**config.mk**
```make
export PLATFORM = sky130hd
export DESIGN_NAME = cscan_disk_request_scheduler_unit
export DESIGN_NICKNAME = d
export VERILOG_FILES = /design/src/rtl/core/cscan_pkg.sv /design/src/rtl/core/cscan_disk_request_scheduler_unit.sv /design/src/rtl/core/cscan_ram.sv
export SDC_FILE = /design/constraint.sdc
export NUM_CORES = 1
export LEC_CHECK = 0
export BUFFER_PORTS_ARGS = -buffer_cell sky130_fd_sc_hd__buf_4
export CORE_UTILIZATION = 50
export DETAILED_ROUTE_END_ITERATION = 10
export PLACE_DENSITY_LB_ADDON = 0.08
export SLEW_MARGIN = 20
export SYNTH_ARGS = -nofsm -noshare
export SYNTH_HDL_FRONTEND = slang
export SYNTH_SLANG_ARGS = --single-unit
```
**constraint.sdc**
```tcl
create_clock -name clk -period 9.2 [get_ports clk]
set_clock_uncertainty 0.1 [all_clocks]
set_input_delay 0.92 -clock clk [delete_from_list [all_inputs] [get_ports clk]]
set_output_delay 0.92 -clock clk [all_outputs]
set_load 0.005 [all_outputs]
```
**src/rtl/core/cscan_pkg.sv**
```systemverilog
`timescale 1ns / 1ps

package cscan_pkg;

    localparam int unsigned TRACK_W  = 10;
    localparam int unsigned ID_W     = 4;
    localparam int unsigned STATUS_W = 2;

    // Input kinds
    localparam logic KIND_REQUEST = 1'b0;
    localparam logic KIND_RELEASE = 1'b1;

    // Result status codes
    localparam logic [STATUS_W-1:0] ST_GRANT        = 2'd0;
    localparam logic [STATUS_W-1:0] ST_FULL         = 2'd1;
    localparam logic [STATUS_W-1:0] ST_IDLE_RELEASE = 2'd2;

    // One pending-table entry; track in the upper bits so that a plain
    // compare orders by track, then by requester id.
    typedef struct packed {
        logic [TRACK_W-1:0] track;
        logic [ID_W-1:0]    id;
    } entry_t;

    localparam int unsigned ENTRY_W = $bits(entry_t);

endpackage

```
**src/rtl/core/cscan_disk_request_scheduler_unit.sv**
```systemverilog
`timescale 1ns / 1ps

// C-SCAN disk request scheduler.
// Input channel (item_valid / item_ready) carries one word per request or
// release: kind, track, requester_id. Output channel (result_valid /
// result_ready) carries at most one result word per input word: status,
// grant_id, grant_track.
// A request on an idle disk is granted at once. A request on a busy disk
// waits in a pending table (QUEUE_DEPTH entries, held in a one-port-write,
// one-port-read RAM); a full table gives a rejected result. A release hands
// the disk to the smallest pending track at or above the head, else wraps
// to the smallest pending track; ties go to the lowest requester id.
// Timing: a word is taken only in the idle state, one word at a time.
//   queued request: serial free-slot search from entry 0
//   request on a full table: the search runs to the last entry
//   release on busy disk: serial scan of the pending RAM through its
//   single read port (one entry per cycle), then the pick of the grant.
// The result lands in an output register; a stalled receiver only holds the
// block once a second result is ready while the first is still waiting.
// Reset clears busy, head track and all pending valid bits at once; the RAM
// contents are not cleared and no clearing pass runs.

module cscan_disk_request_scheduler_unit
    import cscan_pkg::*;
#(
    parameter int unsigned QUEUE_DEPTH = 16,
    parameter int unsigned TRACK_COUNT = 1024
) (
    input  logic                clk,
    input  logic                rst_n,
    input  logic                item_valid,
    output logic                item_ready,
    input  logic                kind,
    input  logic [TRACK_W-1:0]  track,
    input  logic [ID_W-1:0]     requester_id,
    output logic                result_valid,
    input  logic                result_ready,
    output logic [STATUS_W-1:0] status,
    output logic [ID_W-1:0]     grant_id,
    output logic [TRACK_W-1:0]  grant_track
);

    localparam int unsigned IDX_W = (QUEUE_DEPTH > 1) ? $clog2(QUEUE_DEPTH) : 1;
    localparam logic [IDX_W-1:0]   LAST_IDX  = IDX_W'(QUEUE_DEPTH - 1);
    localparam logic [TRACK_W-1:0] TRACK_MAX = TRACK_W'(TRACK_COUNT - 1);

    // Sequencer states
    localparam logic [2:0] S_IDLE  = 3'd0;  // wait for an input word
    localparam logic [2:0] S_FREE  = 3'd1;  // search for a free entry
    localparam logic [2:0] S_SCAN  = 3'd2;  // issue RAM reads, one per cycle
    localparam logic [2:0] S_DRAIN = 3'd3;  // compare the last read entry
    localparam logic [2:0] S_PICK  = 3'd4;  // choose the grant
    localparam logic [2:0] S_EMIT  = 3'd5;  // move result to output register

    logic [2:0]             state_reg, state_next;
    logic                   busy_reg, busy_next;
    logic [TRACK_W-1:0]     head_track_reg, head_track_next;
    logic [QUEUE_DEPTH-1:0] valid_reg, valid_next;
    entry_t                 lat_reg, lat_next;
    logic [IDX_W-1:0]       scan_idx_reg, scan_idx_next;
    logic                   cmp_vld_reg, cmp_vld_next;
    logic [IDX_W-1:0]       cmp_idx_reg, cmp_idx_next;
    logic                   ahead_found_reg, ahead_found_next;
    entry_t                 ahead_reg, ahead_next;
    logic [IDX_W-1:0]       ahead_idx_reg, ahead_idx_next;
    logic                   low_found_reg, low_found_next;
    entry_t                 low_reg, low_next;
    logic [IDX_W-1:0]       low_idx_reg, low_idx_next;
    logic [STATUS_W-1:0]    res_status_reg, res_status_next;
    entry_t                 res_reg, res_next;
    logic                   result_valid_reg, result_valid_next;
    logic [STATUS_W-1:0]    out_status_reg, out_status_next;
    entry_t                 out_reg, out_next;

    logic                   item_accept;
    logic [TRACK_W-1:0]     sat_track;
    entry_t                 ram_rdata;
    logic [ENTRY_W-1:0]     ram_rdata_raw;
    logic                   ram_we;

    assign item_ready   = (state_reg == S_IDLE);
    assign item_accept  = item_valid && item_ready;
    assign result_valid = result_valid_reg;
    assign status       = out_status_reg;
    assign grant_id     = out_reg.id;
    assign grant_track  = out_reg.track;

    // Clamp tracks beyond the disk to its last track
    assign sat_track = (32'(track) >= 32'(TRACK_COUNT)) ? TRACK_MAX : track;

    assign ram_we    = (state_reg == S_FREE) && !valid_reg[scan_idx_reg];
    assign ram_rdata = entry_t'(ram_rdata_raw);

    cscan_ram #(
        .WIDTH (ENTRY_W),
        .DEPTH (QUEUE_DEPTH)
    ) u_pending_ram (
        .clk   (clk),
        .we    (ram_we),
        .waddr (scan_idx_reg),
        .wdata (ENTRY_W'(lat_reg)),
        .raddr (scan_idx_reg),
        .rdata (ram_rdata_raw)
    );

    always_comb
    begin
        state_next        = state_reg;
        busy_next         = busy_reg;
        head_track_next   = head_track_reg;
        valid_next        = valid_reg;
        lat_next          = lat_reg;
        scan_idx_next     = scan_idx_reg;
        cmp_vld_next      = 1'b0;
        cmp_idx_next      = cmp_idx_reg;
        ahead_found_next  = ahead_found_reg;
        ahead_next        = ahead_reg;
        ahead_idx_next    = ahead_idx_reg;
        low_found_next    = low_found_reg;
        low_next          = low_reg;
        low_idx_next      = low_idx_reg;
        res_status_next   = res_status_reg;
        res_next          = res_reg;
        result_valid_next = result_valid_reg && !result_ready;
        out_status_next   = out_status_reg;
        out_next          = out_reg;

        // Fold the entry read last cycle into both running minima. Entries
        // arrive in index order, so a strict compare keeps the lower index.
        if (cmp_vld_reg && valid_reg[cmp_idx_reg])
        begin
            if ((ram_rdata.track >= head_track_reg)
                && (!ahead_found_reg || (ram_rdata < ahead_reg)))
            begin
                ahead_found_next = 1'b1;
                ahead_next       = ram_rdata;
                ahead_idx_next   = cmp_idx_reg;
            end
            if (!low_found_reg || (ram_rdata < low_reg))
            begin
                low_found_next = 1'b1;
                low_next       = ram_rdata;
                low_idx_next   = cmp_idx_reg;
            end
        end

        unique case (state_reg)
            S_IDLE:
            begin
                if (item_accept)
                begin
                    lat_next.track = sat_track;
                    lat_next.id    = requester_id;
                    scan_idx_next  = '0;
                    if (kind == KIND_REQUEST)
                    begin
                        if (!busy_reg)
                        begin
                            // Idle disk: grant now and move the head
                            busy_next       = 1'b1;
                            head_track_next = sat_track;
                            res_status_next = ST_GRANT;
                            res_next.track  = sat_track;
                            res_next.id     = requester_id;
                            state_next      = S_EMIT;
                        end
                        else
                        begin
                            state_next = S_FREE;
                        end
                    end
                    else
                    begin
                        if (!busy_reg)
                        begin
                            res_status_next = ST_IDLE_RELEASE;
                            res_next        = '0;
                            state_next      = S_EMIT;
                        end
                        else
                        begin
                            ahead_found_next = 1'b0;
                            low_found_next   = 1'b0;
                            state_next       = S_SCAN;
                        end
                    end
                end
            end

            S_FREE:
            begin
                if (!valid_reg[scan_idx_reg])
                begin
                    // Take the lowest free entry; RAM write happens now
                    valid_next[scan_idx_reg] = 1'b1;
                    state_next               = S_IDLE;
                end
                else if (scan_idx_reg == LAST_IDX)
                begin
                    res_status_next = ST_FULL;
                    res_next        = '0;
                    state_next      = S_EMIT;
                end
                else
                begin
                    scan_idx_next = scan_idx_reg + 1'b1;
                end
            end

            S_SCAN:
            begin
                cmp_vld_next = 1'b1;
                cmp_idx_next = scan_idx_reg;
                if (scan_idx_reg == LAST_IDX)
                begin
                    state_next = S_DRAIN;
                end
                else
                begin
                    scan_idx_next = scan_idx_reg + 1'b1;
                end
            end

            S_DRAIN:
            begin
                state_next = S_PICK;
            end

            S_PICK:
            begin
                if (!low_found_reg)
                begin
                    // Nothing pending: drop to idle, head stays
                    busy_next  = 1'b0;
                    state_next = S_IDLE;
                end
                else if (ahead_found_reg)
                begin
                    valid_next[ahead_idx_reg] = 1'b0;
                    head_track_next           = ahead_reg.track;
                    res_status_next           = ST_GRANT;
                    res_next                  = ahead_reg;
                    state_next                = S_EMIT;
                end
                else
                begin
                    // Wrap around to the lowest pending track
                    valid_next[low_idx_reg] = 1'b0;
                    head_track_next         = low_reg.track;
                    res_status_next         = ST_GRANT;
                    res_next                = low_reg;
                    state_next              = S_EMIT;
                end
            end

            S_EMIT:
            begin
                if (!result_valid_reg || result_ready)
                begin
                    result_valid_next = 1'b1;
                    out_status_next   = res_status_reg;
                    out_next          = res_reg;
                    state_next        = S_IDLE;
                end
            end

            default:
            begin
                state_next = S_IDLE;
            end
        endcase
    end

    always_ff @(posedge clk or negedge rst_n)
    begin
        if (!rst_n)
        begin
            state_reg        <= S_IDLE;
            busy_reg         <= 1'b0;
            head_track_reg   <= '0;
            valid_reg        <= '0;
            cmp_vld_reg      <= 1'b0;
            result_valid_reg <= 1'b0;
        end
        else
        begin
            state_reg        <= state_next;
            busy_reg         <= busy_next;
            head_track_reg   <= head_track_next;
            valid_reg        <= valid_next;
            cmp_vld_reg      <= cmp_vld_next;
            result_valid_reg <= result_valid_next;
        end
    end

    always_ff @(posedge clk)
    begin
        lat_reg         <= lat_next;
        scan_idx_reg    <= scan_idx_next;
        cmp_idx_reg     <= cmp_idx_next;
        ahead_found_reg <= ahead_found_next;
        ahead_reg       <= ahead_next;
        ahead_idx_reg   <= ahead_idx_next;
        low_found_reg   <= low_found_next;
        low_reg         <= low_next;
        low_idx_reg     <= low_idx_next;
        res_status_reg  <= res_status_next;
        res_reg         <= res_next;
        out_status_reg  <= out_status_next;
        out_reg         <= out_next;
    end

    // An idle disk never has requests waiting
    a_idle_empty: assert property (@(posedge clk) disable iff (!rst_n)
        !busy_reg |-> (valid_reg == '0))
        else $error("pending entries while disk idle");

    // The disk goes idle only after a release scan found nothing
    a_idle_from_pick: assert property (@(posedge clk) disable iff (!rst_n)
        $fell(busy_reg) |-> ($past(state_reg) == S_PICK))
        else $error("busy dropped outside release pick");

    // A full-table rejection only when every entry is taken
    a_full_is_full: assert property (@(posedge clk) disable iff (!rst_n)
        (state_reg == S_EMIT && res_status_reg == ST_FULL)
            |-> ($countones(valid_reg) == QUEUE_DEPTH))
        else $error("table-full result with a free entry");

    // No compare left in flight once the sequencer is idle
    a_scan_drained: assert property (@(posedge clk) disable iff (!rst_n)
        (state_reg == S_IDLE) |-> !cmp_vld_reg)
        else $error("scan compare pending in idle");

endmodule

```
**src/rtl/core/cscan_ram.sv**
```systemverilog
`timescale 1ns / 1ps

module cscan_ram #(
    parameter int unsigned WIDTH = 14,
    parameter int unsigned DEPTH = 16
) (
    input  logic                     clk,
    input  logic                     we,
    input  logic [$clog2(DEPTH)-1:0] waddr,
    input  logic [WIDTH-1:0]         wdata,
    input  logic [$clog2(DEPTH)-1:0] raddr,
    output logic [WIDTH-1:0]         rdata
);

    logic [WIDTH-1:0] mem [DEPTH];

    always_ff @(posedge clk)
    begin
        if (we)
        begin
            mem[waddr] <= wdata;
        end
        rdata <= mem[raddr];
    end

endmodule

```
Word-level counts from Yosys, hierarchy flattened
Memories as Yosys holds them, arrays and structs flattened. A register that Yosys moved wholly into a read port is not among the register bits.
Index checks and enable logic that the tools add are counted.
Operators by class
  add/sub/neg operators: 1
  magnitude comparators: 10
  eq/ne operators: 17
  muxes and demuxes: 72
  bitwise operators: 5
  reduce and logical (&&, ||, !) cells: 31
Operator list (number)
  two-way mux 14 bit: 8
  two-way mux 10 bit: 5
  two-way mux 16 bit: 3
  case mux 14 bit (3 select lines): 1
  bitwise AND 16 bit: 2
  inverter 16 bit: 2
  case mux 16 bit (2 select lines): 1
  less-than comparator 14 bit: 2
  two-way mux 3 bit: 9
  two-way mux 1 bit: 25
  less-than comparator 4 x 5 -> 1 bit, second input constant: 4
  case mux 10 bit (2 select lines): 1
  case mux 3 bit (6 select lines): 1
  OR 16 bit: 1
  two-way mux 2 bit: 7
  inequality test 2 bit, second input constant: 7
  demux 1 bit (select 4 bit): 3
  greater-or-equal comparator 4 x 1 -> 1 bit, second input constant: 3
  two-way mux 4 bit: 3
  case mux 4 bit (3 select lines): 1
  greater-or-equal comparator 10 bit: 1
  binary-select mux 1 bit (select 4 bit): 2
  logical AND 1 bit: 8
  AND reduction 2 bit: 4
  18 further kinds: 32
Storage, ports and cells
  flip-flop bits (word level): 124
  memory bits (writable): 224
  input port bits: 19
  output and inout bits: 18
  logic and storage cells: 161
  memories kept: 1
Memory list
  u_pending_ram.mem: depth 16, width 14, rd ports 1, clocked after Yosys merged registers in 1, wr ports 1, line cscan_ram.sv:15  | logic [WIDTH-1:0] mem [DEPTH];

Logic depth before layout (Yosys ltp)
Gate-level depths: netlist of the first run.
  word-level depth: 9
  mapped depth: 7
  mapped depth without buffers: 7

Modules after synthesis
A second synthesis of the first run with hierarchy kept.
Second synthesis, totals
  cell total of the unflattened synthesis: 878
  area, all modules: 14875.5 sq um
Modules (own cells, without submodules)
  cscan_ram: instances 1, cells each 379, area each 8763.4 sq um, sequential area each 7006.7 sq um
  cscan_disk_request_scheduler_unit: instances 1, cells each 499, area each 6112.1 sq um, sequential area each 3543.4 sq um

Worst setup path before layout of the first run
No wires, ideal clock.
  path kind: input-to-reg
  start point: input port item_valid
  end point: register res_reg[0] in the netlist's numbering, enable pin
  setup time: 0.411 ns
  arrival: 2.785 ns
  data required time: 8.689 ns
  path slack: 5.903 ns
  cell stages on the path: 4
  buffers on the path: 0
  cells stage by stage: nor3b_1 nor3b_1 or4_1 o21ai_0
On the way
  cells in the longest elaborated chain, start to end: 3
RTL lines
  start, declared: line cscan_disk_request_scheduler_unit.sv:31  | input logic item_valid,
  logical AND 1 bit: line cscan_disk_request_scheduler_unit.sv:82  | assign item_accept = item_valid && item_ready;
  inequality test 2 x 1 -> 1 bit (no source line)
  AND reduction 6 bit (no source line)
  end signal, assigned: line cscan_disk_request_scheduler_unit.sv:308  | res_reg <= res_next;
  end, declared: line cscan_disk_request_scheduler_unit.sv:70  | entry_t res_reg, res_next;
Every way passes these cells.
A chain may end at the register's enable or synchronous reset.

Final worst setup path of the first run
  start point: register scan_idx_reg[0]
  end point: memory u_pending_ram.mem[9][7], enable pin
On the way
  cells in the longest elaborated chain, start to end: 6
RTL lines
  start, declared: line cscan_disk_request_scheduler_unit.sv:60  | logic [IDX_W-1:0] scan_idx_reg, scan_idx_next;
  start signal, assigned: line cscan_disk_request_scheduler_unit.sv:299  | scan_idx_reg <= scan_idx_next;
  binary-select mux 1 bit (select 4 bit): line cscan_disk_request_scheduler_unit.sv:91  | assign ram_we = (state_reg == S_FREE) && !valid_reg[scan_idx_reg];
  two-way mux 1 bit (not written as such): line cscan_disk_request_scheduler_unit.sv:91
  logical NOT 1 bit
  logical AND 1 bit: line cscan_disk_request_scheduler_unit.sv:91
  two-way mux 1 bit: line cscan_ram.sv:19  | if (we)
  two-way mux 1 bit (not written as such): line cscan_ram.sv:21  | mem[waddr] <= wdata;
  end, declared: line cscan_ram.sv:15
Several ways; a longest one is shown, not always the timed one. The select of a mux whose other input is x is not followed.

==> flow_results.xml, run 1 <==
<?xml version="1.0" encoding="UTF-8"?>
<metrics>
  <group name="logic_synthesis">
    <metric name="yosys.area.top_type_share" unit="%">62.78</metric>
    <metric name="async_s_r_ff_share_synth" unit="%">8.840</metric>
    <metric name="list_of_most_frequent_post_synthesis_cells" unit="">314 x sky130_fd_sc_hd__edfxtp_1, 77 x sky130_fd_sc_hd__mux4_2, 63 x sky130_fd_sc_hd__nand2_1</metric>
    <metric name="synth.largest_area_cell" unit="">sky130_fd_sc_hd__edfxtp_1</metric>
    <metric name="post-synth-top-count-cell" unit="">sky130_fd_sc_hd__edfxtp_1</metric>
    <metric name="synth-edff-count" unit="">314</metric>
    <metric name="synth-seq-cells" unit="">362</metric>
    <metric name="synth_top_flop_cell" unit="">sky130_fd_sc_hd__edfxtp_1</metric>
    <metric name="synth_cell_types" unit="">57</metric>
    <metric name="post_synth.cell_area_avg" unit="µm²">17.32</metric>
    <metric name="synth_fp_nets" unit="">926</metric>
    <metric name="synth.area.top_cells" unit="">sky130_fd_sc_hd__edfxtp_1 63%, sky130_fd_sc_hd__mux4_2 12%, sky130_fd_sc_hd__dfrtp_1 5.3%</metric>
    <metric name="yosys_warnings" unit="">0</metric>
    <metric name="seq_area_frac_synth" unit="%">70.25</metric>
    <metric name="post_synth_inst_count" unit="">867</metric>
    <metric name="cell_area_after_synthesis" unit="µm²">15020</metric>
  </group>
  <group name="placement">
    <metric name="io_buffer_count" unit="">36</metric>
    <metric name="dp_slack" unit="ns">4.912</metric>
    <metric name="placed_cells" unit="">1267</metric>
    <metric name="gp_congestion" unit="">0.8444</metric>
    <metric name="place.detailed.hpwl" unit="µm">21560</metric>
  </group>
  <group name="global_routing">
    <metric name="grt_antenna_before_repair" unit="">0</metric>
    <metric name="first_pass_grt_wire_length" unit="µm">49600</metric>
    <metric name="globalRouteOverflowTotal" unit="">0</metric>
    <metric name="gr-usage-met2" unit="%">35.47</metric>
    <metric name="busiest_grt_layer" unit="">met2</metric>
    <metric name="grt_pass1_vias" unit="">8070</metric>
    <metric name="grt_max_degree" unit="">64</metric>
    <metric name="globalRouteMet1Util" unit="%">31.69</metric>
    <metric name="groute.layer.met3.usage" unit="%">2.922</metric>
    <metric name="global_route.usage.total" unit="%">21.88</metric>
  </group>
  <group name="pwr">
    <metric name="power_density" unit="nW/µm²">316.7</metric>
    <metric name="leakagePower" unit="nW">5.940</metric>
    <metric name="ir_drop" unit="V">0.0001689</metric>
    <metric name="power.total" unit="mW">5.358</metric>
  </group>
  <group name="sta">
    <metric name="maximum_achievable_frequency" unit="GHz">0.2380</metric>
    <metric name="timing_hold_violations_final" unit="">0</metric>
    <metric name="final_max_slew_viol_count" unit="">0</metric>
    <metric name="setup_tns" unit="ns">0</metric>
    <metric name="final_period_minus_worst_setup_slack" unit="ns">4.202</metric>
    <metric name="finalSetupViolations" unit="">0</metric>
    <metric name="worstMarginPinSlew" unit="ns">1.101</metric>
    <metric name="slew-limit-headroom" unit="%">26.62</metric>
    <metric name="period_share" unit="%">45.68</metric>
    <metric name="rsz0062_at_grt" unit="">no</metric>
    <metric name="setup_ws" unit="ns">4.998</metric>
  </group>
  <group name="floorplan">
    <metric name="die-area" unit="µm²">30730</metric>
    <metric name="die_height" unit="µm">175.3</metric>
    <metric name="start_util" unit="%">50.81</metric>
    <metric name="top_level_pins" unit="">37</metric>
    <metric name="placeableCoreArea" unit="µm²">29560</metric>
    <metric name="fp-row-count" unit="">63</metric>
    <metric name="die-width" unit="µm">175.3</metric>
  </group>
  <group name="finish">
    <metric name="finish.utilization" unit="%">57.23</metric>
    <metric name="post_route_cells_drive_above_1_share" unit="%">20.08</metric>
    <metric name="areaGrowthSynthToFinish" unit="%">12.64</metric>
    <metric name="number_of_inserted_diodes" unit="">0</metric>
    <metric name="final.fill_count" unit="">2231</metric>
    <metric name="finish.cell_count_without_fillers" unit="">1336</metric>
    <metric name="largest_register_ffs" unit="">224</metric>
    <metric name="finalNetCount" unit="">977</metric>
  </group>
  <group name="clock_tree">
    <metric name="cts.sinks" unit="">362</metric>
    <metric name="post_cts_resized" unit="">0</metric>
    <metric name="ctsLongestPathBuffers" unit="">3</metric>
    <metric name="tritoncts_clock_tree" unit="">yes</metric>
    <metric name="clk_pin_slew_worst_paths" unit="ns">0.05</metric>
    <metric name="ctsRootBufferMaster" unit="">sky130_fd_sc_hd__clkbuf_16</metric>
    <metric name="holdBufCountCts" unit="">0</metric>
    <metric name="htree_num_levels" unit="">2</metric>
    <metric name="tritoncts_buffers" unit="">39</metric>
    <metric name="cts_setup_buffers" unit="">0</metric>
    <metric name="worstSkewPairLatency" unit="ns">0.53</metric>
  </group>
  <group name="setup_path">
    <metric name="crit_path_max_fanout" unit="">48</metric>
    <metric name="worst_ep_required_time" unit="ns">9.24</metric>
    <metric name="cp-end-kind" unit="">flip-flop</metric>
    <metric name="kind_of_critical_path" unit="">flip-flop to flip-flop</metric>
    <metric name="worstPathArrival" unit="ns">4.24</metric>
    <metric name="start_kind" unit="">flip-flop</metric>
  </group>
  <group name="route">
    <metric name="remaining_drc_errors" unit="">0</metric>
    <metric name="avgRoutedWirePerCell" unit="µm">24.17</metric>
    <metric name="via_count" unit="">7906</metric>
    <metric name="via_per_inst" unit="">5.918</metric>
    <metric name="post_detailed_routing_wire_length" unit="µm">32290</metric>
    <metric name="final_antenna_net_count" unit="">0</metric>
    <metric name="first_pass_iters" unit="">5</metric>
    <metric name="dr.first_iter.drc_count" unit="">731</metric>
  </group>
  <group name="status">
    <metric name="status" unit="">completed</metric>
  </group>
  <group name="job">
    <metric name="timing.max_cap.violations" unit="">0</metric>
  </group>
  <group name="min_path">
    <metric name="path_category_of_the_worst_min_delay_check" unit="">input pin to async pin</metric>
  </group>
</metrics>
==> path summary, 6_finish.rpt <==
kind / from / endpoint / slack, ns / cells past startpoint
hold reg to reg: res_reg[9]$_DFFE_PP_ / grant_track[5]$_DFFE_PP_ / 0.32 / 0
min in group clk: res_reg[9]$_DFFE_PP_ / grant_track[5]$_DFFE_PP_ / 0.32 / 0
max in group asynchronous: rst_n / head_track_reg[5]$_DFFE_PN0P_ / 8.40 / 1
setup / recovery: scan_idx_reg[0]$_SDFFCE_PN0P_ / u_pending_ram.mem[9][7]$_DFFE_PP_ / 5.00 / 6
hold / removal: rst_n / valid_reg[4]$_DFFE_PN0P_ / 0.26 / 1
setup reg to reg: scan_idx_reg[0]$_SDFFCE_PN0P_ / u_pending_ram.mem[9][7]$_DFFE_PP_ / 5.00 / 6
==> placed cells by master (no fill, tap or decap), types with 3 or more instances in the layout <==
| cell | netlist | layout |
|---|---|---|
| sky130_fd_sc_hd__nand3_1 | 10 | 10 |
| sky130_fd_sc_hd__nor3_1 | 7 | 7 |
| sky130_fd_sc_hd__nand4_1 | 3 | 3 |
| sky130_fd_sc_hd__edfxtp_1 | 314 | 314 |
| sky130_fd_sc_hd__o31ai_1 | 3 | 3 |
| sky130_fd_sc_hd__buf_4 | 0 | 46 |
| sky130_fd_sc_hd__clkinv_2 | 0 | 3 |
| sky130_fd_sc_hd__nor3b_1 | 3 | 3 |
| sky130_fd_sc_hd__o22ai_1 | 35 | 35 |
| sky130_fd_sc_hd__inv_1 | 42 | 42 |
| sky130_fd_sc_hd__nand2_1 | 63 | 63 |
| sky130_fd_sc_hd__clkinv_1 | 0 | 8 |
| sky130_fd_sc_hd__o21ai_0 | 22 | 21 |
| sky130_fd_sc_hd__nor2_1 | 23 | 23 |
| sky130_fd_sc_hd__ha_1 | 40 | 40 |
| sky130_fd_sc_hd__clkbuf_1 | 19 | 12 |
| sky130_fd_sc_hd__and3_1 | 4 | 4 |
| sky130_fd_sc_hd__a22o_1 | 4 | 4 |
| sky130_fd_sc_hd__or2_2 | 3 | 3 |
| sky130_fd_sc_hd__dfrtp_1 | 32 | 32 |
| sky130_fd_sc_hd__dfxtp_1 | 16 | 16 |
| sky130_fd_sc_hd__clkbuf_16 | 0 | 40 |
| sky130_fd_sc_hd__mux2i_1 | 15 | 15 |
| sky130_fd_sc_hd__a21oi_1 | 11 | 11 |
| sky130_fd_sc_hd__nand2b_1 | 11 | 11 |
| sky130_fd_sc_hd__and2_1 | 15 | 15 |
| sky130_fd_sc_hd__mux2_2 | 5 | 5 |
| sky130_fd_sc_hd__or3_1 | 3 | 3 |
| sky130_fd_sc_hd__a21o_1 | 17 | 17 |
| sky130_fd_sc_hd__nor2b_1 | 4 | 4 |
| sky130_fd_sc_hd__mux4_2 | 77 | 77 |
| sky130_fd_sc_hd__o21a_1 | 14 | 14 |
| sky130_fd_sc_hd__a31oi_1 | 4 | 4 |
==> per-stage QoR <==
stage          instance area (µm²)  hold slack [ns]
3_3_place_gp                 15700           0.3018
4_1_cts                      16920           0.2640
3_5_place_dp                 15710           0.3093
6_report                     16920           0.2582
2_1_floorplan                15020           0.3003
5_1_grt                      16920           0.2781
==> worst max-delay path: stages, from the launching register on <==
cell and delay [ns]:
sky130_fd_sc_hd__edfxtp_1 0.69, sky130_fd_sc_hd__buf_8 0.25, sky130_fd_sc_hd__buf_4 0.73, sky130_fd_sc_hd__mux4_2 0.62, sky130_fd_sc_hd__mux2_2 0.33, sky130_fd_sc_hd__nor4b_4 0.34, sky130_fd_sc_hd__and2_1 0.70
==> layer usage <==
| metal | part of all wire (%) | vias up |
|---|---|---|
| met5 | 0 | - |
| met4 | 1.9 | 0 |
| met3 | 5.0 | 50 |
| met2 | 48 | 257 |
| met1 | 45 | 4070 |
| li1 | - | 3529 |
==> cell type report <==
| cell class | count | area, µm² | area share (%) |
|---|---|---|---|
| flip-flops and latches | 362 | 10550 | 62.37 |
| well taps | 390 | 488.0 | 2.885 |
| multi-input cells | 426 | 4156 | 24.57 |
| clock buffers | 54 | 1074 | 6.346 |
| inverters | 42 | 157.7 | 0.9320 |
| clock inverters | 15 | 130.1 | 0.7692 |
| repair buffers | 47 | 360.3 | 2.130 |
==> report_power, final <==
part	internal, mW	total [mW]	switching [mW]
Sequential	2.14	2.39	0.245
Clock	0.870	1.48	0.607
Combinational	0.685	1.50	0.810
==> logic make-up after synthesis <==
| logic type | Yosys count | synth area share [%] |
|---|---|---|
| and+or+nand+nor | 161 | 5.574 |
| adders and majority gates | 40 | 3.333 |
| buffers and inverters | 79 | 2.116 |
| AOI/OAI and AO/OA | 124 | 5.490 |
| muxes | 99 | 13.12 |
| DFF | 362 | 70.25 |
| xor gates and xnor gates | 2 | 0.1167 |
(Power assumes the default switching activity.)
==> inputs of run 2 (changes only) <==
==> constraint.sdc (replaced) <==
create_clock -name clk -period 3.9 [get_ports clk]
set_clock_uncertainty 0.1 [all_clocks]
set_input_delay 0.39 -clock clk [delete_from_list [all_inputs] [get_ports clk]]
set_output_delay 0.39 -clock clk [all_outputs]
set_load 0.005 [all_outputs]
==> run 2 against run 1 <==
  * Die area did not move
  * Power up 140%
  * Maximum frequency grew 33%
  * Non-clock buffer count is 28 higher
  * Final cell count up 2.2%
  * Sequential share of layout area shrank 1.2 points
  * Utilization grew 1.1 points
  * Clock power is 150% higher
  * Setup slack got worse by 4.3 ns
  * Largest cell class unchanged
==> flow_results.xml, run 2 (synthesis results as in run 1) <==
<?xml version="1.0" encoding="UTF-8"?>
<metrics>
  <group name="status">
    <metric name="status" unit="">completed</metric>
  </group>
  <group name="floorplan">
    <metric name="start_util" unit="%">50.81</metric>
    <metric name="fp-row-count" unit="">63</metric>
    <metric name="top_level_pins" unit="">37</metric>
    <metric name="die-width" unit="µm">175.3</metric>
    <metric name="die-area" unit="µm²">30730</metric>
    <metric name="die_height" unit="µm">175.3</metric>
    <metric name="placeableCoreArea" unit="µm²">29560</metric>
  </group>
  <group name="setup_path">
    <metric name="timing.critical_path.slowest_stage_cell" unit="">sky130_fd_sc_hd__buf_4</metric>
    <metric name="worst_ep_required_time" unit="ns">4.00</metric>
    <metric name="worst_path_most_repeated_cell" unit="">sky130_fd_sc_hd__buf_4</metric>
    <metric name="worstPathArrival" unit="ns">3.26</metric>
    <metric name="critical_path.endpoint" unit="">res_reg[2]$_DFFE_PP_</metric>
    <metric name="ff2ff_setup_slack" unit="ns">0.74</metric>
    <metric name="cp-end-kind" unit="">flip-flop</metric>
    <metric name="cell_count_along_the_critical_path" unit="">6</metric>
    <metric name="path_delay_family" unit="">buffers and inverters</metric>
    <metric name="critPathMaxStageDelay" unit="ns">0.58</metric>
    <metric name="crit_start" unit="">scan_idx_reg[0]$_SDFFCE_PN0P_</metric>
    <metric name="r2r-end" unit="">res_reg[2]$_DFFE_PP_</metric>
    <metric name="cp_cell_sequence" unit="">buf_4, ha_1, nand3_1, or4_1, o21ai_1, buf_4</metric>
    <metric name="worstReg2RegStart" unit="">scan_idx_reg[0]$_SDFFCE_PN0P_</metric>
    <metric name="kind_of_critical_path" unit="">flip-flop to flip-flop</metric>
    <metric name="worstRegToRegCells" unit="">6</metric>
    <metric name="worstPathBufferInverterCount" unit="">2</metric>
    <metric name="start_kind" unit="">flip-flop</metric>
    <metric name="crit_path_max_fanout" unit="">36</metric>
  </group>
  <group name="finish">
    <metric name="finalNetCount" unit="">1004</metric>
    <metric name="leading_cell_type_in_the_layout_fill_and_taps_excluded" unit="">sky130_fd_sc_hd__edfxtp_1</metric>
    <metric name="post_route_cells_drive_above_1_share" unit="%">21.87</metric>
    <metric name="finish.cell_count_without_fillers" unit="">1365</metric>
    <metric name="final_cell_mix" unit="">314 x sky130_fd_sc_hd__edfxtp_1, 77 x sky130_fd_sc_hd__mux4_2, 62 x sky130_fd_sc_hd__nand2_1</metric>
    <metric name="post-route-cell-area" unit="µm²">17240</metric>
    <metric name="finish.utilization" unit="%">58.31</metric>
    <metric name="areaGrowthSynthToFinish" unit="%">14.76</metric>
    <metric name="largest_register_ffs" unit="">224</metric>
  </group>
  <group name="route">
    <metric name="via_count" unit="">7995</metric>
    <metric name="dr.first_iter.drc_count" unit="">699</metric>
    <metric name="avgRoutedWirePerCell" unit="µm">23.81</metric>
    <metric name="via_per_inst" unit="">5.857</metric>
    <metric name="remaining_drc_errors" unit="">0</metric>
    <metric name="post_detailed_routing_wire_length" unit="µm">32510</metric>
    <metric name="first_pass_iters" unit="">6</metric>
    <metric name="final_antenna_net_count" unit="">0</metric>
  </group>
  <group name="clock_tree">
    <metric name="clk_pin_slew_worst_paths" unit="ns">0.06</metric>
    <metric name="cts_setup_buffers" unit="">0</metric>
    <metric name="ctsRootBufferMaster" unit="">sky130_fd_sc_hd__clkbuf_16</metric>
    <metric name="cts.sinks" unit="">362</metric>
    <metric name="tritoncts_buffers" unit="">38</metric>
    <metric name="worstSkewPairLatency" unit="ns">0.53</metric>
    <metric name="tritoncts_clock_tree" unit="">yes</metric>
    <metric name="ctsLongestPathBuffers" unit="">3</metric>
    <metric name="htree_num_levels" unit="">2</metric>
  </group>
  <group name="global_routing">
    <metric name="grt_antenna_before_repair" unit="">0</metric>
    <metric name="globalRouteOverflowTotal" unit="">0</metric>
    <metric name="global_route.usage.total" unit="%">21.85</metric>
    <metric name="grt_max_degree" unit="">59</metric>
    <metric name="first_pass_grt_wire_length" unit="µm">49160</metric>
    <metric name="grt_pass1_vias" unit="">8195</metric>
  </group>
  <group name="sta">
    <metric name="slew-limit-headroom" unit="%">21.54</metric>
    <metric name="setup_tns" unit="ns">0</metric>
    <metric name="final_period_minus_worst_setup_slack" unit="ns">3.155</metric>
    <metric name="worstMarginPinSlew" unit="ns">1.177</metric>
    <metric name="period_share" unit="%">80.91</metric>
    <metric name="maximum_achievable_frequency" unit="GHz">0.3169</metric>
    <metric name="final_max_slew_viol_count" unit="">0</metric>
    <metric name="finalSetupViolations" unit="">0</metric>
    <metric name="rsz0062_at_grt" unit="">no</metric>
    <metric name="timing_hold_violations_final" unit="">0</metric>
  </group>
  <group name="placement">
    <metric name="detailed_place.area" unit="µm²">15800</metric>
    <metric name="gp_congestion" unit="">0.9018</metric>
    <metric name="place.detailed.hpwl" unit="µm">20400</metric>
    <metric name="io_buffer_count" unit="">36</metric>
    <metric name="placed_cells" unit="">1280</metric>
  </group>
  <group name="pwr">
    <metric name="power_density" unit="nW/µm²">735.0</metric>
    <metric name="ir_drop" unit="V">0.0004071</metric>
    <metric name="leakagePower" unit="nW">6.104</metric>
  </group>
  <group name="min_path">
    <metric name="path_category_of_the_worst_min_delay_check" unit="">input pin to flip-flop</metric>
  </group>
  <group name="job">
    <metric name="timing.max_cap.violations" unit="">0</metric>
  </group>
</metrics>
## run 2: cell count changes in the layout (fill, tap and decap cells not counted), moves of 2 or more
cell / delta
sky130_fd_sc_hd__bufinv_16: +2
sky130_fd_sc_hd__clkbuf_8: +2
sky130_fd_sc_hd__clkbuf_1: -5
sky130_fd_sc_hd__clkinv_1: -4
sky130_fd_sc_hd__clkinv_2: +3
sky130_fd_sc_hd__buf_4: +14
sky130_fd_sc_hd__clkinvlp_4: +3
sky130_fd_sc_hd__dlygate4sd3_1: +15
## run 2: final cells by class
| cell class | instances | area [µm²] |
|---|---|---|
| diodes | 1 | 2.502 |
| clock inverters | 19 | 220.2 |
| well taps | 390 | 488.0 |
| inverters | 42 | 157.7 |
| fillers | 2213 | 12320 |
| flip-flops and latches | 362 | 10550 |
| repair buffers | 75 | 600.6 |
| clock buffers | 50 | 1057 |
| multi-input cells | 426 | 4159 |
## run 2: layer usage
| layer | share of wire (%) | wire length [µm] | track usage, % | vias to the layer above |
|---|---|---|---|---|
| li1 | - | - | - | 3584 |
| met2 | 51 | 16430 | 37.35 | 228 |
| met3 | 4.3 | 1385 | 3.030 | 52 |
| met4 | 2.2 | 702 | 6.196 | 0 |
| met1 | 43 | 13980 | 29.42 | 4131 |
| met5 | 0 | 0 | 0 | - |
## run 2: worst min path at each step
| stage | endpoint | from | cells after the start |
|---|---|---|---|
| finish | result_valid$_DFF_PN0_ | result_ready | 3 |
| global route | result_valid$_DFF_PN0_ | result_ready | 3 |
| CTS | result_valid$_DFF_PN0_ | result_ready | 3 |
| detailed placement | valid_reg[12]$_DFFE_PN0P_ | rst_n | 1 |
| global placement | valid_reg[12]$_DFFE_PN0P_ | rst_n | 1 |
| floorplan | busy_reg$_DFFE_PN0P_ | rst_n | 0 |
## run 2: worst reg2reg max path, delay by kind of cell (launching register included)
family | cells | cell delay [ns]
AO/OA/AOI/OAI | 1 | 0.18
AND/OR/NAND/NOR | 2 | 0.81
buffers and inverters | 2 | 0.86
adder cells (fa/ha/maj) | 1 | 0.41
flip-flops | 1 | 0.46
## run 2: timing repair
action / CTS / global route
hold endpoints to repair: 46 / 0
hold buffers: 15 / 0
endpoints found under the setup margin: 0 / 0
resized for setup: 0 / 0
## run 2: report_power, final
group | total, mW | internal, mW | leakage, nW | switching (mW)
Combinational | 3.39 | 1.63 | 2.10 | 1.76
Clock | 3.64 | 2.18 | 0.618 | 1.46
Sequential | 5.64 | 5.05 | 3.38 | 0.585
Total | 12.7 | 8.87 | 6.10 | 3.80
## run 2: stage by stage
stage	hold slack [ns]	setup WS, ns	power [mW]
2_1_floorplan	-0.005591	0.8153	8.035
3_3_place_gp	0.2663	0.7250	8.995
3_5_place_dp	0.2744	0.7252	9.093
4_1_cts	0.05249	0.7084	12.76
5_1_grt	0.08401	0.5311	13.27
6_report	0.07439	0.7446	12.67
==> inputs of run 3 (changes only) <==
==> constraint.sdc (replaced) <==
create_clock -name clk -period 2.85 [get_ports clk]
set_clock_uncertainty 0.1 [all_clocks]
set_input_delay 0.285 -clock clk [delete_from_list [all_inputs] [get_ports clk]]
set_output_delay 0.285 -clock clk [all_outputs]
set_load 0.005 [all_outputs]
==> run 3 against run 2 <==
  * Maximum frequency increased by 20%
  * Die area unchanged
  * Combinational power increased by 49%
  * Utilization increased by 0.68 points
  * Power increased by 40%
  * Critical path depth increased by 3
  * Critical endpoint is now u_pending_ram.mem[15][2]$_DFFE_PP_
==> flow_results.xml, run 3 (synthesis results as in run 1) <==
<?xml version="1.0" encoding="UTF-8"?>
<metrics>
  <group name="finish">
    <metric name="finish.cell_count_without_fillers" unit="">1382</metric>
    <metric name="areaGrowthSynthToFinish" unit="%">16.10</metric>
    <metric name="leading_cell_type_in_the_layout_fill_and_taps_excluded" unit="">sky130_fd_sc_hd__edfxtp_1</metric>
    <metric name="final_cell_mix" unit="">314 x sky130_fd_sc_hd__edfxtp_1, 77 x sky130_fd_sc_hd__mux4_2, 70 x sky130_fd_sc_hd__buf_4</metric>
    <metric name="register_area" unit="µm²">10550</metric>
    <metric name="largest_register_ffs" unit="">224</metric>
    <metric name="finalNetCount" unit="">1022</metric>
    <metric name="multiInputGateArea" unit="µm²">4156</metric>
    <metric name="final.fill_count" unit="">2200</metric>
    <metric name="post_route_cells_drive_above_1_share" unit="%">22.40</metric>
  </group>
  <group name="setup_path">
    <metric name="timing.critical_path.slowest_stage_cell" unit="">sky130_fd_sc_hd__edfxtp_1</metric>
    <metric name="path_delay_family" unit="">buffers and inverters</metric>
    <metric name="cp-end-kind" unit="">flip-flop</metric>
    <metric name="worstPathBufferInverterCount" unit="">4</metric>
    <metric name="crit_path_max_fanout" unit="">14</metric>
    <metric name="cp_cell_sequence" unit="">buf_4, mux4_2, o22ai_1, o21ai_0, buf_4, nand2_1, buf_4, and3_1, buf_4</metric>
    <metric name="critPathMaxStageDelay" unit="ns">0.49</metric>
    <metric name="worstPathArrival" unit="ns">2.72</metric>
    <metric name="worst_path_most_repeated_cell" unit="">sky130_fd_sc_hd__buf_4</metric>
    <metric name="kind_of_critical_path" unit="">flip-flop to flip-flop</metric>
    <metric name="worst_ep_required_time" unit="ns">2.94</metric>
    <metric name="start_kind" unit="">flip-flop</metric>
  </group>
  <group name="clock_tree">
    <metric name="worstSkewPairLatency" unit="ns">0.52</metric>
    <metric name="ctsRootBufferMaster" unit="">sky130_fd_sc_hd__clkbuf_16</metric>
    <metric name="cts_setup_buffers" unit="">0</metric>
    <metric name="post_cts_resized" unit="">0</metric>
    <metric name="ctsLongestPathBuffers" unit="">3</metric>
    <metric name="tritoncts_buffers" unit="">38</metric>
    <metric name="tritoncts_clock_tree" unit="">yes</metric>
    <metric name="cts.sinks" unit="">362</metric>
    <metric name="htree_num_levels" unit="">2</metric>
    <metric name="clk_pin_slew_worst_paths" unit="ns">0.06</metric>
  </group>
  <group name="route">
    <metric name="maxUsedRoutingLayer" unit="">met5</metric>
    <metric name="met3_length" unit="µm">2044</metric>
    <metric name="avgRoutedWirePerCell" unit="µm">24.32</metric>
    <metric name="via_count" unit="">8091</metric>
    <metric name="drt-met1-wl" unit="µm">14810</metric>
    <metric name="via_per_inst" unit="">5.855</metric>
    <metric name="sum_of_met2_wire_segment_lengths_after_detailed_routing" unit="µm">16100</metric>
    <metric name="remaining_drc_errors" unit="">0</metric>
    <metric name="final_antenna_net_count" unit="">0</metric>
    <metric name="first_pass_iters" unit="">5</metric>
    <metric name="dr.first_iter.drc_count" unit="">712</metric>
    <metric name="post_detailed_routing_wire_length" unit="µm">33620</metric>
  </group>
  <group name="global_routing">
    <metric name="first_pass_grt_wire_length" unit="µm">50430</metric>
    <metric name="grt_max_degree" unit="">39</metric>
    <metric name="global_route.usage.total" unit="%">22.48</metric>
    <metric name="grt_antenna_before_repair" unit="">1</metric>
    <metric name="globalRouteOverflowTotal" unit="">0</metric>
    <metric name="grt_pass1_vias" unit="">8284</metric>
  </group>
  <group name="floorplan">
    <metric name="top_level_pins" unit="">37</metric>
    <metric name="fp-row-count" unit="">63</metric>
    <metric name="die_height" unit="µm">175.3</metric>
    <metric name="placeableCoreArea" unit="µm²">29560</metric>
    <metric name="die-area" unit="µm²">30730</metric>
    <metric name="start_util" unit="%">50.81</metric>
    <metric name="die-width" unit="µm">175.3</metric>
  </group>
  <group name="pwr">
    <metric name="share_clk_of_total_power" unit="%">28.0</metric>
    <metric name="power.share.switching" unit="%">30.61</metric>
    <metric name="power_density" unit="nW/µm²">1017</metric>
    <metric name="leakagePower" unit="nW">6.205</metric>
    <metric name="p_seq_share" unit="%">43.5</metric>
    <metric name="power_switching" unit="mW">5.426</metric>
    <metric name="logic_gate_share_of_total_power" unit="%">28.5</metric>
    <metric name="ir_drop" unit="V">0.0005854</metric>
    <metric name="internal_power" unit="mW">12.30</metric>
  </group>
  <group name="status">
    <metric name="status" unit="">completed</metric>
  </group>
  <group name="sta">
    <metric name="worstMarginPinSlew" unit="ns">0.8562</metric>
    <metric name="timing_hold_violations_final" unit="">0</metric>
    <metric name="final_max_slew_viol_count" unit="">0</metric>
    <metric name="maximum_achievable_frequency" unit="GHz">0.3797</metric>
    <metric name="slew-limit-headroom" unit="%">42.92</metric>
    <metric name="rsz0062_at_grt" unit="">no</metric>
    <metric name="period_share" unit="%">92.41</metric>
    <metric name="setup_tns" unit="ns">0</metric>
    <metric name="final_period_minus_worst_setup_slack" unit="ns">2.634</metric>
    <metric name="finalSetupViolations" unit="">0</metric>
    <metric name="hold-worst-slack" unit="ns">0.05396</metric>
    <metric name="setup_ws" unit="ns">0.2163</metric>
  </group>
  <group name="placement">
    <metric name="gp_congestion" unit="">0.8644</metric>
    <metric name="dp_slack" unit="ns">0.2259</metric>
    <metric name="placed_cells" unit="">1297</metric>
    <metric name="place.detailed.hpwl" unit="µm">22630</metric>
    <metric name="io_buffer_count" unit="">36</metric>
  </group>
  <group name="job">
    <metric name="timing.max_cap.violations" unit="">0</metric>
  </group>
  <group name="min_path">
    <metric name="path_category_of_the_worst_min_delay_check" unit="">input pin to flip-flop</metric>
  </group>
</metrics>
## run 3: cell count changes in the layout (fill, tap and decap cells not counted), sizes merged
cell	before	now
clkinvlp	3	1
clkbuf	50	54
clkinv	12	8
buf	60	77
dlygate4sd3	15	16
inv	42	43
## run 3: path summary, 6_finish.rpt
check | from | to | slack, ns | cells past startpoint
min | kind | ahead_found_reg$_DFF_P_ | 0.05 | 3
min reg2reg | res_reg[9]$_DFFE_PP_ | grant_track[5]$_DFFE_PP_ | 0.32 | 0
max | scan_idx_reg[3]$_SDFFCE_PN0P_ | u_pending_ram.mem[15][2]$_DFFE_PP_ | 0.22 | 9
max in group asynchronous | rst_n | head_track_reg[9]$_DFFE_PN0P_ | 2.10 | 2
max reg2reg | scan_idx_reg[3]$_SDFFCE_PN0P_ | u_pending_ram.mem[15][2]$_DFFE_PP_ | 0.22 | 9
min in group asynchronous | rst_n | valid_reg[15]$_DFFE_PN0P_ | 0.17 | 2
## run 3: worst min-delay path, delay by kind of cell
| family | cells | cell delay [ns] |
|---|---|---|
| buffers and inverters | 1 | 0.09 |
| AOI/OAI and AO/OA | 1 | 0.13 |
| and+or+nand+nor | 1 | 0.11 |
## run 3: timing repair
item | in CTS | in global routing
setup endpoints to repair | 0 | 0
hold buffers | 16 | 0
hold endpoints to repair | 47 | 0
## run 3: final cells by class
type | instances | area share [%]
flip-flops and latches | 362 | 60.51
multi-input cells | 426 | 23.84
clock buffers | 54 | 6.222
repair buffers | 93 | 4.736
well taps | 390 | 2.799
clock inverters | 14 | 0.9760
inverters | 42 | 0.9042
diodes | 1 | 0.01435
## run 3: through the flow
step                area [µm²]  util (%)  power [mW]
floorplan                15020         -       10.99
global placement         16020     54.19       12.77
detailed placement       16020     54.19       12.87
CTS                      17430     58.98       17.88
global route             17430     58.98       18.56
finish                   17440     58.98       17.73
## run 3: routing by layer
layer	global-route usage [%]	up-vias
li1	-	3616
met1	31.93	4181
met2	35.86	238
met3	4.589	54
met4	5.616	2
met5	0	-
## run 3: power by group through the flow
| stage | registers, mW | clock network (mW) | logic [mW] |
|---|---|---|---|
| global route | 7.83 | 5.24 | 5.50 |
| CTS | 7.72 | 5.06 | 5.10 |
| floorplan | 7.40 | 0 | 3.59 |
| detailed placement | 7.82 | 0 | 5.06 |
| finish | 7.71 | 4.97 | 5.05 |
| global placement | 7.77 | 0 | 5.00 |
